**src/sv/bsp_pkg.sv**
```systemverilog
// Shared types and constants for the billboard sprite projector.
package bsp_pkg;

    localparam int TEX_W_DEF      = 64;
    localparam int TEX_H_DEF      = 64;
    localparam int MAX_SCREEN_DEF = 4096;
    localparam int STORE_DEPTH    = 4096;
    localparam int STORE_AW       = 12;
    localparam int DVD_W          = 65;
    localparam int DVS_W          = 48;
    localparam int COORD_MAX      = 65535;

    localparam logic [2:0] CFG_VIEWER_X = 3'd0;
    localparam logic [2:0] CFG_VIEWER_Y = 3'd1;
    localparam logic [2:0] CFG_FACING_X = 3'd2;
    localparam logic [2:0] CFG_FACING_Y = 3'd3;
    localparam logic [2:0] CFG_LENS_X   = 3'd4;
    localparam logic [2:0] CFG_LENS_Y   = 3'd5;
    localparam logic [2:0] CFG_SCR_W    = 3'd6;
    localparam logic [2:0] CFG_SCR_H    = 3'd7;

    localparam logic [1:0] REQ_PROJECT = 2'd0;
    localparam logic [1:0] REQ_PIXEL   = 2'd1;
    localparam logic [1:0] REQ_TEXEL   = 2'd2;

    localparam logic signed [31:0] RST_FACING_X = -32'sd65536;
    localparam logic signed [31:0] RST_LENS_Y   = 32'sd43253;
    localparam logic [12:0]        RST_SCR_W    = 13'd640;
    localparam logic [12:0]        RST_SCR_H    = 13'd480;

    typedef enum logic [3:0] {
        ST_IDLE,
        ST_MUL,
        ST_DQ,
        ST_DIVX,
        ST_DIVY,
        ST_DIVR,
        ST_CPROD,
        ST_CTR,
        ST_DIVS,
        ST_BOUND,
        ST_PXDIVU,
        ST_PXDIVT,
        ST_RD,
        ST_PXOUT,
        ST_TLOAD,
        ST_OUT
    } t_state;

endpackage

```
**src/sv/bsp_div.sv**
```systemverilog
// Shared restoring radix-2 unsigned divider, one quotient bit per cycle.
module bsp_div #(
    parameter int DVD_W = bsp_pkg::DVD_W,
    parameter int DVS_W = bsp_pkg::DVS_W
) (
    input  logic             i_clk,
    input  logic             i_rst_n,
    input  logic             i_start,
    input  logic [DVD_W-1:0] i_dividend,
    input  logic [DVS_W-1:0] i_divisor,
    output logic             o_done,
    output logic [DVD_W-1:0] o_quotient
);
    localparam int CW = $clog2(DVD_W + 1);

    logic [DVD_W-1:0] r_q;
    logic [DVS_W-1:0] r_rem;
    logic [DVS_W-1:0] r_dvs;
    logic [CW-1:0]    r_cnt;
    logic             r_busy;
    logic             r_done;
    logic [DVS_W:0]   rem_sh;
    logic             fits;

    always_comb begin
        rem_sh = {r_rem, r_q[DVD_W-1]};
        fits   = rem_sh >= {1'b0, r_dvs};
    end

    always_ff @(posedge i_clk) begin
        if (!i_rst_n) begin
            r_busy <= 1'b0;
            r_done <= 1'b0;
            r_cnt  <= '0;
        end else begin
            r_done <= 1'b0;
            if (i_start) begin
                r_busy <= 1'b1;
                r_cnt  <= CW'(DVD_W);
            end else if (r_busy) begin
                r_cnt <= r_cnt - 1'b1;
                if (r_cnt == CW'(1)) begin
                    r_busy <= 1'b0;
                    r_done <= 1'b1;
                end
            end
        end
    end

    always_ff @(posedge i_clk) begin
        if (i_start) begin
            r_q   <= i_dividend;
            r_rem <= '0;
            r_dvs <= i_divisor;
        end else if (r_busy) begin
            if (fits) begin
                r_rem <= DVS_W'(rem_sh - {1'b0, r_dvs});
            end else begin
                r_rem <= rem_sh[DVS_W-1:0];
            end
            r_q <= {r_q[DVD_W-2:0], fits};
        end
    end

    assign o_done     = r_done;
    assign o_quotient = r_q;
endmodule

```
**config.mk**
```make
export PLATFORM = sky130hd
export DESIGN_NAME = bsp_div
export DESIGN_NICKNAME = d
export VERILOG_FILES = /design/src/sv/bsp_pkg.sv /design/src/sv/bsp_div.sv
export SDC_FILE = /design/constraint.sdc
export NUM_CORES = 1
export LEC_CHECK = 0
export BUFFER_PORTS_ARGS = -buffer_cell sky130_fd_sc_hd__buf_2
export CAP_MARGIN = 10
export CORE_ASPECT_RATIO = 1.75
export CORE_UTILIZATION = 60
export CTS_BUF_LIST = sky130_fd_sc_hd__clkbuf_16
export DETAILED_ROUTE_END_ITERATION = 7
export PLACE_DENSITY = 0.86
export SYNTH_ARGS = -nofsm -noshare
export SYNTH_HDL_FRONTEND = slang
export SYNTH_SLANG_ARGS = --single-unit
```
**constraint.sdc**
```tcl
create_clock -name i_clk -period 7.62 [get_ports i_clk]
set_input_delay 1.524 -clock i_clk [delete_from_list [all_inputs] [get_ports i_clk]]
set_output_delay 1.524 -clock i_clk [all_outputs]
set_load 0.02 [all_outputs]
```
# Word level (Yosys, flattened, before mapping)
# Index checks and enable logic that the tools add are counted.
[op_classes] reduce_logical=3 bitwise_logic=2 add_sub_neg=2 eq_ne=1 order_cmp=1 muxes=9
[ops] op="65-bit 2-to-1 mux" n=2
[ops] op="49-bit by 48-bit greater-or-equal comparator with 1-bit output" n=1
[ops] op="48-bit 2-to-1 mux" n=1
[ops] op="48-bit subtractor" n=1
[ops] op="7-bit 2-to-1 mux" n=2
[ops] op="7-bit by 1-bit equality test with 1-bit output (second input constant)" n=1
[ops] op="7-bit by 1-bit subtractor with 7-bit output (second input constant)" n=1
[ops] op="1-bit 2-to-1 mux" n=4
[ops] op="3-bit OR reduction" n=1
[ops] op="1-bit NOT" n=2
[ops] op="2-bit nonzero test" n=1
[ops] op="2-bit OR reduction" n=1
[totals] inputBits=116 register_bits=170

# Depth between registers and ports, before layout
# Gate-level depths: netlist of run 1.
[logic_depth] ltp_word=4 mapped_depth=15 ltp_nobuf=13

# Least setup slack after synthesis of run 1
# No wires, ideal clock.
[synth_path] path_type="input to register" startpoint="in i_start" endpoint="reg r_q[0], in the netlist o_quotient[0] (enable)" cell_stages=4 path_buffers=2 t_arrival_ns=3.304 path_slack_ns=3.896 cell_sequence="clkbuf_1 > nor2_1 > clkbuf_1 > inv_1"
[synth_between] elab_chain_cells=1
[synth_rtl] element="from (decl)" line="bsp_div.sv:8" rtl="input logic i_start,"
[synth_rtl] element="2-bit nonzero test (no source line)"
[synth_rtl] element="to (signal assigned)" line="bsp_div.sv:52" rtl="r_q <= i_dividend;"
[synth_rtl] element="to (signal assigned)" line="bsp_div.sv:61" rtl="r_q <= {r_q[DVD_W-2:0], fits};"
[synth_rtl] element="to (decl)" line="bsp_div.sv:16" rtl="logic [DVD_W-1:0] r_q;"
# No other way between the ends.
# A chain may end at the register's enable or synchronous reset.

# Worst setup path in the final report of run 1
[layout_path] startpoint="reg r_dvs[36]" endpoint="reg r_rem[40]"
[layout_between] elab_chain_cells=2 word_cells_on_any_way=3
[layout_rtl] element="from (decl)" line="bsp_div.sv:18" rtl="logic [DVS_W-1:0] r_dvs;"
[layout_rtl] element="from (signal assigned)" line="bsp_div.sv:54" rtl="r_dvs <= i_divisor;"
[layout_rtl] element="48-bit subtractor or 49-bit by 48-bit greater-or-equal comparator with 1-bit output (tied branches)" line="bsp_div.sv:57, bsp_div.sv:27"
[layout_rtl] element="48-bit 2-to-1 mux (*)" line="bsp_div.sv:56" rtl="if (fits) begin"
[layout_rtl] element="to (signal assigned)" line="bsp_div.sv:57" rtl="r_rem <= DVS_W'(rem_sh - {1'b0, r_dvs});"
[layout_rtl] element="to (signal assigned)" line="bsp_div.sv:59" rtl="r_rem <= rem_sh[DVS_W-1:0];"
[layout_rtl] element="to (decl)" line="bsp_div.sv:17" rtl="logic [DVS_W-1:0] r_rem;"
# Mark *: on every way between the ends. The rest lies on a longest branch, timed or not.

==> results.cfg, run 1 <==
[placement]
dpl.hpwl_mm = 16.8
gp_congestion = 0.936
portBuffers = 181

[timing]
grt_setup_unrepaired = false
whs_ns = 0.484
min_period_ns = 3.90
setup_tns_ns = 0
skew_ns = 0.0126
setup_viol = 0
tightest_slew_ns = 1.01
finalHoldViolations = 0
fmax_mhz = 257
maxSlewViolCount = 0
period_share_pct = 51.2
slew_headroom_pct = 32.8

[logic_synthesis]
avgSynthCellArea_sq_um = 10.4
syn_area_sq_um = 9330
synth_cell_types = 63
ys_seq_area_share_pct = 48.6
async_flop_share_pct = 0
synth_common_cells = edfxtp_1, nand2_1, inv_1, mux2_2, nor2_1
synth-warning-count = 0
synthesis.nets = 1067
syn_inst = 900
synth_enable_flop_cells = 113
synth_flop_cell = edfxtp_1
ys_seq_elements = 170
yosysMostFrequentCell = edfxtp_1
synth_top_area_share_pct = 36.4
yosysTopAreaCell = edfxtp_1
synthTopCellsByArea = edfxtp_1, dfxtp_1, mux2_2

[layout]
num_antenna_cells = 0
nNetsFinal = 1231
nFillCells = 1145
syn_to_final_growth_pct = 17.5
drive_above_1_share_pct = 27.1

[global_route]
antenna_found_initial = 0
use_met2_pct = 53.6
first_global_vias = 7751
grt.overflow.total = 0
grt_max_degree = 94
use_met1_pct = 29.7
grt_pass1_wl_mm = 36.6
top_usage_layer = met2
track_usage_pct = 30.0
use_met3_pct = 7.26

[clock_network]
clkSlewWorstSetupHoldPaths_ns = 0.08
cts_resized = 0
cts_setup_buffers = 0
cts.sinks = 170
root_buffer = clkbuf_16
cts_tree = yes
cts_buffers = 17
clock_latency_ns = 0.44
cts_buffer_depth = 2
ctsHoldBuffers = 0
htree_levels = 4

[detailed_routing]
first_iter_violations = 509
wl_per_cell_microns = 18.4
vias_per_cell = 6.05
num_vias = 7641
drt.antenna.violating_nets = 0
wl_mm = 23.2
remaining_drc_errors = 0
firstDrtPassIters = 6

[floorplanning]
core_area_sq_um = 15300
num_io_pins = 182
row_count = 60
die_y_microns = 167
fp.dieArea_sq_um = 16100
start_util_pct = 60.9
die_w_microns = 96.3

[setup_path]
critPathLaunchType = flip-flop
critPathTopFamily = compound AO/OA/AOI/OAI gates
critPathArrivalTime_ns = 4.23
crit_type = reg2reg
cpMaxStageDelayCell = inv_1
cp_cell_sequence = inv_1 > ha_1 > and2_1 > a221o_1 > a2111oi_0 > nor4_1 > nor3_1 > o31ai_4 > inv_1 > a21oi_1 > a221oi_1
required_ns = 7.95
critPathMaxFanout = 25
path_buf_inv = 2
crit_path_end_kind = flip-flop
cpPeakStageDelay_ns = 0.75
path_common_cell = inv_1

[flow_run]
maxCapViolCount = 0

[outcome]
status = completed

[min_path]
hold_path.class = reg2reg

[pwr]
irDropWorstVdd_mv = 0.196
p_leak_nw = 4.65
p_per_area_nw_per_um2 = 240
==> cells by family (layout without fill, tap and decap cells) <==
family / after synthesis / after routing / synth area share [%]
adder cells (fa/ha/maj): 51 / 51 / 6.92
AO/OA/AOI/OAI: 222 / 222 / 15.8
buffers and inverters: 107 / 284 / 4.45
multiplexers: 73 / 73 / 8.71
flip-flops: 170 / 170 / 48.6
XOR/XNOR: 45 / 45 / 4.22
AND/OR/NAND/NOR: 232 / 232 / 11.3
==> worst reg2reg max path: stages, from the launching register on <==
cell and delay [ns]:
edfxtp_1 0.38, inv_1 0.07, ha_1 0.27, and2_1 0.20, a221o_1 0.39, a2111oi_0 0.61, nor4_1 0.13, nor3_1 0.37
o31ai_4 0.13, inv_1 0.75, a21oi_1 0.17, a221oi_1 0.33
==> cell usage in the layout (no fill, tap or decap), types with 9 or more instances in the layout <==
| cell | netlist | routed |
|---|---|---|
| buf_2 | 5 | 180 |
| edfxtp_1 | 113 | 113 |
| nand2_1 | 96 | 96 |
| mux2_2 | 66 | 66 |
| inv_1 | 66 | 65 |
| nor2_1 | 60 | 60 |
| dfxtp_1 | 57 | 56 |
| a21oi_1 | 54 | 54 |
| o21ai_0 | 52 | 52 |
| ha_1 | 50 | 50 |
| xnor2_1 | 24 | 24 |
| a311oi_1 | 21 | 21 |
| xor2_1 | 21 | 21 |
| a21o_1 | 19 | 19 |
| clkbuf_16 | 0 | 17 |
| nor3_1 | 11 | 11 |
| nand3_1 | 10 | 10 |
| a211oi_1 | 10 | 10 |
| nand2b_1 | 9 | 9 |
==> final cells by class <==
| cell class | count | area, sq um | share of cell area (%) |
|---|---|---|---|
| tap | 186 | 233 | 2.12 |
| sequential | 170 | 4540 | 41.4 |
| clock buffer | 17 | 425 | 3.88 |
| multi-input combinational | 623 | 4390 | 40.1 |
| timing repair buffer | 186 | 950 | 8.66 |
| clock inverter | 15 | 179 | 1.63 |
| inverter | 66 | 248 | 2.26 |
==> worst paths after layout <==
check	end	cells after the start	start	slack [ns]
setup / recovery	r_rem[40]	11	r_dvs[36]	3.72
hold / removal	r_rem[1]	2	r_rem[1]	0.48
setup reg to reg	r_rem[40]	11	r_dvs[36]	3.72
hold reg to reg	r_rem[1]	2	r_rem[1]	0.48
==> through the flow <==
stage / utilization, % / instances / instance area (sq um) / total power (W) / setup WS (ns)
floorplan: - / 900 / 9330 / 0.00158 / 3.90
global placement: 67.6 / 1231 / 10400 / 0.00174 / 4.02
detailed placement: 67.6 / 1231 / 10400 / 0.00175 / 3.78
CTS: 71.6 / 1263 / 11000 / 0.00263 / 3.76
global route: 71.6 / 1263 / 11000 / 0.00274 / 3.50
finish: 71.6 / 1263 / 11000 / 0.00263 / 3.72
==> sequential cells by signal (all words and copies together), names as in the netlist <==
name,flops
o_quotient,65
r_dvs,48
r_rem,48
r_cnt,7
o_done,1
r_busy,1
==> per-layer routing <==
| layer | part of all wire (%) | vias to the layer above |
|---|---|---|
| met5 | 0 | - |
| met4 | 5.9 | 0 |
| met3 | 6.6 | 107 |
| met2 | 53 | 341 |
| met1 | 35 | 3564 |
| li1 | - | 3629 |
==> power by group <==
| part | internal, W | leakage [nW] | switching, W | total, W |
|---|---|---|---|---|
| clock | 0.000470 | 0.292 | 0.000416 | 0.000886 |
| combinational | 0.000241 | 2.77 | 0.000372 | 0.000613 |
| sequential | 0.00108 | 1.59 | 0.0000520 | 0.00113 |
| total | 0.00179 | 4.65 | 0.000840 | 0.00263 |
No activity file was read; power rests on OpenSTA's default activity.
==> run 2: changes to the inputs <==
--- a/config.mk
+++ b/config.mk
@@ -5,13 +5,14 @@
 export SDC_FILE = /design/constraint.sdc
 export NUM_CORES = 1
 export LEC_CHECK = 0
+export ABC_AREA = 1
 export BUFFER_PORTS_ARGS = -buffer_cell sky130_fd_sc_hd__buf_2
 export CAP_MARGIN = 10
 export CORE_ASPECT_RATIO = 1.75
-export CORE_UTILIZATION = 60
+export CORE_UTILIZATION = 58
 export CTS_BUF_LIST = sky130_fd_sc_hd__clkbuf_16
 export DETAILED_ROUTE_END_ITERATION = 7
-export PLACE_DENSITY = 0.86
+export PLACE_DENSITY = 0.82
 export SYNTH_ARGS = -nofsm -noshare
 export SYNTH_HDL_FRONTEND = slang
 export SYNTH_SLANG_ARGS = --single-unit
==> constraint.sdc (replaced) <==
create_clock -name i_clk -period 4 [get_ports i_clk]
set_input_delay 0.8 -clock i_clk [delete_from_list [all_inputs] [get_ports i_clk]]
set_output_delay 0.8 -clock i_clk [all_outputs]
set_load 0.02 [all_outputs]
==> results.cfg, run 2 <==
[global_route]
antenna_found_initial = 0
grt_pass1_wl_mm = 53.5
track_usage_pct = 35.3
grt.overflow.total = 0
grt_max_degree = 85
first_global_vias = 11100

[clock_network]
clock_latency_ns = 0.45
clkSlewWorstSetupHoldPaths_ns = 0.06
cts_tree = yes
ctsHoldBuffers = 0
cts_buffers = 17
cts_resized = 0
htree_levels = 4
cts_setup_buffers = 0
root_buffer = clkbuf_16
cts_buffer_depth = 2
cts.sinks = 170

[setup_path]
path_buf_inv = 3
reg2reg_from = r_dvs[33]
cpMaxStageDelayCell = ha_1
path_common_cell = nand2_1
required_ns = 4.27
cpPeakStageDelay_ns = 0.38
critPathTopFamily = simple AND/OR/NAND/NOR gates
critPathArrivalTime_ns = 2.97
critPathMaxFanout = 27
endpoint = r_rem[2]
crit_path_start = r_dvs[33]
worst-path-stages = 14
reg2reg_slack_ns = 1.30
worstRegToRegCells = 14
crit_type = reg2reg
cp_cell_sequence = inv_1 > ha_1 > nand2_1 > nor2_1 > nand2_1 > inv_2 > nand2_1 > a21oi_2 > nor2_4 > nand2_4 > buf_12 > nand2_1 > nand3_1 > o21ai_0
critPathLaunchType = flip-flop
crit_path_end_kind = flip-flop
r2r-end = r_rem[2]

[layout]
final_common_cell = nand2_1
num_antenna_cells = 0
most-common-layout-cells = nand2_1, inv_1, buf_2
drive_above_1_share_pct = 14.3
nFillCells = 1718
finalNonFillerCells = 2076
syn_to_final_growth_pct = 15.2
largest_register_ffs = 65
nNetsFinal = 1989
finalInstanceArea_sq_um = 13000

[detailed_routing]
wl_per_cell_microns = 16.3
vias_per_cell = 5.27
wl_mm = 33.9
num_vias = 10900
remaining_drc_errors = 0
first_iter_violations = 731
drt.antenna.violating_nets = 0
firstDrtPassIters = 5

[timing]
whs_ns = 0.473
post-route-worst-setup-slack_ns = 1.30
setup_viol = 0
fmax_mhz = 371
finalHoldViolations = 0
skew_ns = 0.0159
setup_tns_ns = 0
period_share_pct = 67.5
slew_headroom_pct = 30.1
maxSlewViolCount = 0
min_period_ns = 2.70
tightest_slew_ns = 1.05
grt_setup_unrepaired = false

[logic_synthesis]
ys_seq_elements = 170
yosysMostFrequentCell = nand2_1
yosysTopAreaCell = edfxtp_1
synth_enable_flop_cells = 113
syn_area_sq_um = 11300
synth_flop_cell = edfxtp_1
ys_seq_area_share_pct = 40.3
async_flop_share_pct = 0
synth-warning-count = 0
synthesis.nets = 1817
avgSynthCellArea_sq_um = 6.83
synthTopCellsByArea = edfxtp_1, nand2_1, dfxtp_1
synth_top_area_share_pct = 30.1
synth_common_cells = nand2_1, inv_1, edfxtp_1
syn_inst = 1650
synth_cell_types = 39

[placement]
gp_congestion = 1.00
portBuffers = 181
dp.cells = 2044
dpl.hpwl_mm = 25.8
dp_slack_ns = 1.40
dpl-instance-area_sq_um = 12400

[pwr]
p_leak_nw = 7.14
irDropWorstVdd_mv = 0.349
p_per_area_nw_per_um2 = 346

[floorplanning]
fp.dieArea_sq_um = 20000
start_util_pct = 58.9
die_y_microns = 186
num_io_pins = 182
die_w_microns = 107
row_count = 67
core_area_sq_um = 19100

[flow_run]
maxCapViolCount = 0

[outcome]
status = completed

[min_path]
hold_path.class = reg2reg
worstHoldStart = r_cnt[6]
## run 2: how the worst min path moves through the flow
stage                endpoint  cells past startpoint
finish                 o_done                      1
global route        r_rem[20]                      2
CTS                 r_rem[18]                      2
detailed placement  r_rem[18]                      2
global placement    r_rem[30]                      2
floorplan              o_done                      1
## run 2: stage by stage
| step | power [W] | util [%] |
|---|---|---|
| 5_1_grt | 0.00463 | 67.9 |
| 6_report | 0.00449 | 67.9 |
| 4_1_cts | 0.00450 | 67.9 |
| 3_3_place_gp | 0.00274 | 64.7 |
| 3_5_place_dp | 0.00275 | 64.7 |
| 2_1_floorplan | 0.00250 | - |
## run 2: logic make-up (layout without fill, tap and decap cells)
family	after synthesis	in the layout	share of synthesized area, %
AOI/OAI and AO/OA	74	74	3.59
xor gates and xnor gates	25	25	1.94
adders and majority gates	51	51	5.73
buffers and inverters	344	529	12.0
DFF	170	170	40.3
and+or+nand+nor	986	986	36.4
## run 2: layer usage
metal  share of wire (%)  GRT usage, %
met4                 7.0          24.5
met1                  35          34.0
met5                   0             0
met2                  53          66.5
met3                 4.9          5.55
## run 2: final cells by class
class | instances | area [sq um] | share of cell area, %
inverter | 305 | 1140 | 8.83
multi-input combinational | 1136 | 5380 | 41.5
clock inverter | 15 | 180 | 1.39
clock buffer | 17 | 425 | 3.28
sequential | 170 | 4530 | 35.0
tap | 241 | 302 | 2.32
timing repair buffer | 192 | 1000 | 7.74
## run 2: where the power goes
group | internal [W] | total, W | leakage [nW] | switching (W)
logic | 0.000209 | 0.000642 | 5.25 | 0.000433
clock network | 0.00103 | 0.00176 | 0.294 | 0.000725
registers | 0.00202 | 0.00208 | 1.60 | 0.0000645
total | 0.00326 | 0.00449 | 7.14 | 0.00122
==> run 3: changes to the inputs <==
--- a/config.mk
+++ b/config.mk
@@ -9,10 +9,10 @@
 export BUFFER_PORTS_ARGS = -buffer_cell sky130_fd_sc_hd__buf_2
 export CAP_MARGIN = 10
 export CORE_ASPECT_RATIO = 1.75
-export CORE_UTILIZATION = 58
+export CORE_UTILIZATION = 52
 export CTS_BUF_LIST = sky130_fd_sc_hd__clkbuf_16
 export DETAILED_ROUTE_END_ITERATION = 7
-export PLACE_DENSITY = 0.82
+export PLACE_DENSITY = 0.77
 export SYNTH_ARGS = -nofsm -noshare
 export SYNTH_HDL_FRONTEND = slang
 export SYNTH_SLANG_ARGS = --single-unit
==> constraint.sdc (replaced) <==
create_clock -name i_clk -period 2.4 [get_ports i_clk]
set_input_delay 0.48 -clock i_clk [delete_from_list [all_inputs] [get_ports i_clk]]
set_output_delay 0.48 -clock i_clk [all_outputs]
set_load 0.02 [all_outputs]
==> results.cfg, run 3 (synthesized netlist as in run 2, its figures left out) <==
[layout]
nFillCells = 1893
drive_above_1_share_pct = 19.7
final_common_cell = nand2_1
num_antenna_cells = 0
largest_register_ffs = 65
most-common-layout-cells = nand2_1, inv_1, buf_2
nNetsFinal = 2026
syn_to_final_growth_pct = 24.4
finalInstanceArea_sq_um = 14000

[clock_network]
root_buffer = clkbuf_16
clkSlewWorstSetupHoldPaths_ns = 0.07
cts_buffer_depth = 2
ctsHoldBuffers = 0
cts_buffers = 17
htree_levels = 4
clock_latency_ns = 0.44
cts.sinks = 170
cts_tree = yes

[global_route]
first_global_vias = 11000
grt_pass1_wl_mm = 52.9
grt.overflow.total = 0
antenna_found_initial = 0
grt_max_degree = 97
track_usage_pct = 31.3

[setup_path]
path_common_cell = nand2_1
reg2reg_slack_ns = 0.02
critPathLaunchType = flip-flop
cpPeakStageDelay_ns = 0.35
crit_path_end_kind = flip-flop
reg2reg_from = r_dvs[35]
r2r-end = r_rem[2]
critPathMaxFanout = 7
crit_type = reg2reg
cp_cell_sequence = inv_1 > ha_1 > nand2_1 > inv_2 > nand2_2 > nor2_2 > nand2_1 > nor2_1 > nand2_1 > nand3_2 > nor2_4 > buf_12 > nand2_8 > clkbuf_16 > nand2_1 > nand3_1 > o21ai_0
cpMaxStageDelayCell = ha_1
critPathArrivalTime_ns = 2.70
critPathTopFamily = simple AND/OR/NAND/NOR gates
path_buf_inv = 4
required_ns = 2.72
worstRegToRegCells = 17

[timing]
grt_setup_unrepaired = true
maxSlewViolCount = 0
whs_ns = 0.208
period_share_pct = 99.1
min_period_ns = 2.38
finalHoldViolations = 0
setup_viol = 0
tightest_slew_ns = 0.744
slew_headroom_pct = 50.3
fmax_mhz = 420
skew_ns = 0.00995

[detailed_routing]
remaining_drc_errors = 0
first_iter_violations = 705
num_vias = 11000
wl_mm = 35.3
firstDrtPassIters = 5
vias_per_cell = 5.11
wl_per_cell_microns = 16.3
drt.antenna.violating_nets = 0

[floorplanning]
die_y_microns = 197
row_count = 70
die_w_microns = 113
fp.dieArea_sq_um = 22300
start_util_pct = 53.4
num_io_pins = 182
core_area_sq_um = 21100

[placement]
gp_congestion = 0.999
dpl.hpwl_mm = 26.3
portBuffers = 181
dpl-instance-area_sq_um = 12700

[pwr]
irDropWorstVdd_mv = 0.517
power_w = 0.00722
p_leak_nw = 7.37
p_per_area_nw_per_um2 = 515

[outcome]
status = completed

[min_path]
hold_depth = 1
worstHoldStart = i_divisor[28]
hold_end = r_dvs[28]
hold_path.class = in2reg

[flow_run]
maxCapViolCount = 0
run 3: where the power goes:
group / switching, W / internal, W / total [W]
sequential: 0.000102 / 0.00336 / 0.00346
combinational: 0.000754 / 0.000427 / 0.00118
clock: 0.00121 / 0.00137 / 0.00257
total: 0.00206 / 0.00515 / 0.00722
run 3: worst max path at each step:
| stage | depth (start not counted) | slack [ns] | to | startpoint |
|---|---|---|---|---|
| 6_report | 17 | 0.02 | r_rem[2] | r_dvs[35] |
| 5_1_grt | 17 | -0.10 | r_rem[2] | r_dvs[34] |
| 4_1_cts | 13 | 0.05 | r_rem[14] | r_dvs[44] |
| 3_5_place_dp | 17 | -0.009 | r_rem[46] | r_dvs[7] |
| 3_3_place_gp | 16 | 0.02 | r_rem[3] | r_dvs[24] |
| 2_1_floorplan | 15 | 0.31 | r_rem[34] | o_quotient[64] |
run 3: worst reg2reg max path, stage by stage (launching register included):
cell	delay, ns
edfxtp_1	0.33
inv_1	0.04
ha_1	0.35
nand2_1	0.12
inv_2	0.07
nand2_2	0.09
nor2_2	0.14
nand2_1	0.10
nor2_1	0.12
nand2_1	0.08
nand3_2	0.08
nor2_4	0.04
buf_12	0.14
nand2_8	0.14
clkbuf_16	0.18
nand2_1	0.05
nand3_1	0.08
o21ai_0	0.10
run 3: stage by stage:
stage / TNS, ns / worst slack (ns) / std cells / util [%]
3_3_place_gp: 0 / 0.0225 / 2119 / 60.2
6_report: 0 / 0.0216 / 2160 / 66.4
2_1_floorplan: 0 / 0.313 / 1650 / -
3_5_place_dp: -0.0350 / -0.00880 / 2119 / 60.2
4_1_cts: 0 / 0.0523 / 2151 / 62.8
5_1_grt: -2.12 / -0.102 / 2160 / 66.4
run 3: repair_timing:
action / 4_1_cts / 5_1_grt
resized for setup: 2 / 99
cloned: 0 / 5
setup endpoints to repair: 12 / 49
hold endpoints to repair: 0 / 0
setup buffers: 0 / 3
pin swaps: 0 / 10
run 3: final cells by class:
type,count,area (sq um),share of cell area [%]
repair buffers,229,1530,10.9
inverters,305,1140,8.17
flip-flops and latches,170,4530,32.4
well taps,288,360,2.57
clock inverters,14,83.8,0.598
clock buffers,18,450,3.21
multi-input cells,1136,5920,42.2
run 3: routing by layer:
layer  track usage (%)  vias to the layer above  share of wire (%)
met3              5.69                      115                4.8
met2              60.7                      386                 54
met4              19.5                        0                6.4
met5                 0                        -                  0
li1                  -                     5502                  -
met1              29.5                     5044                 34
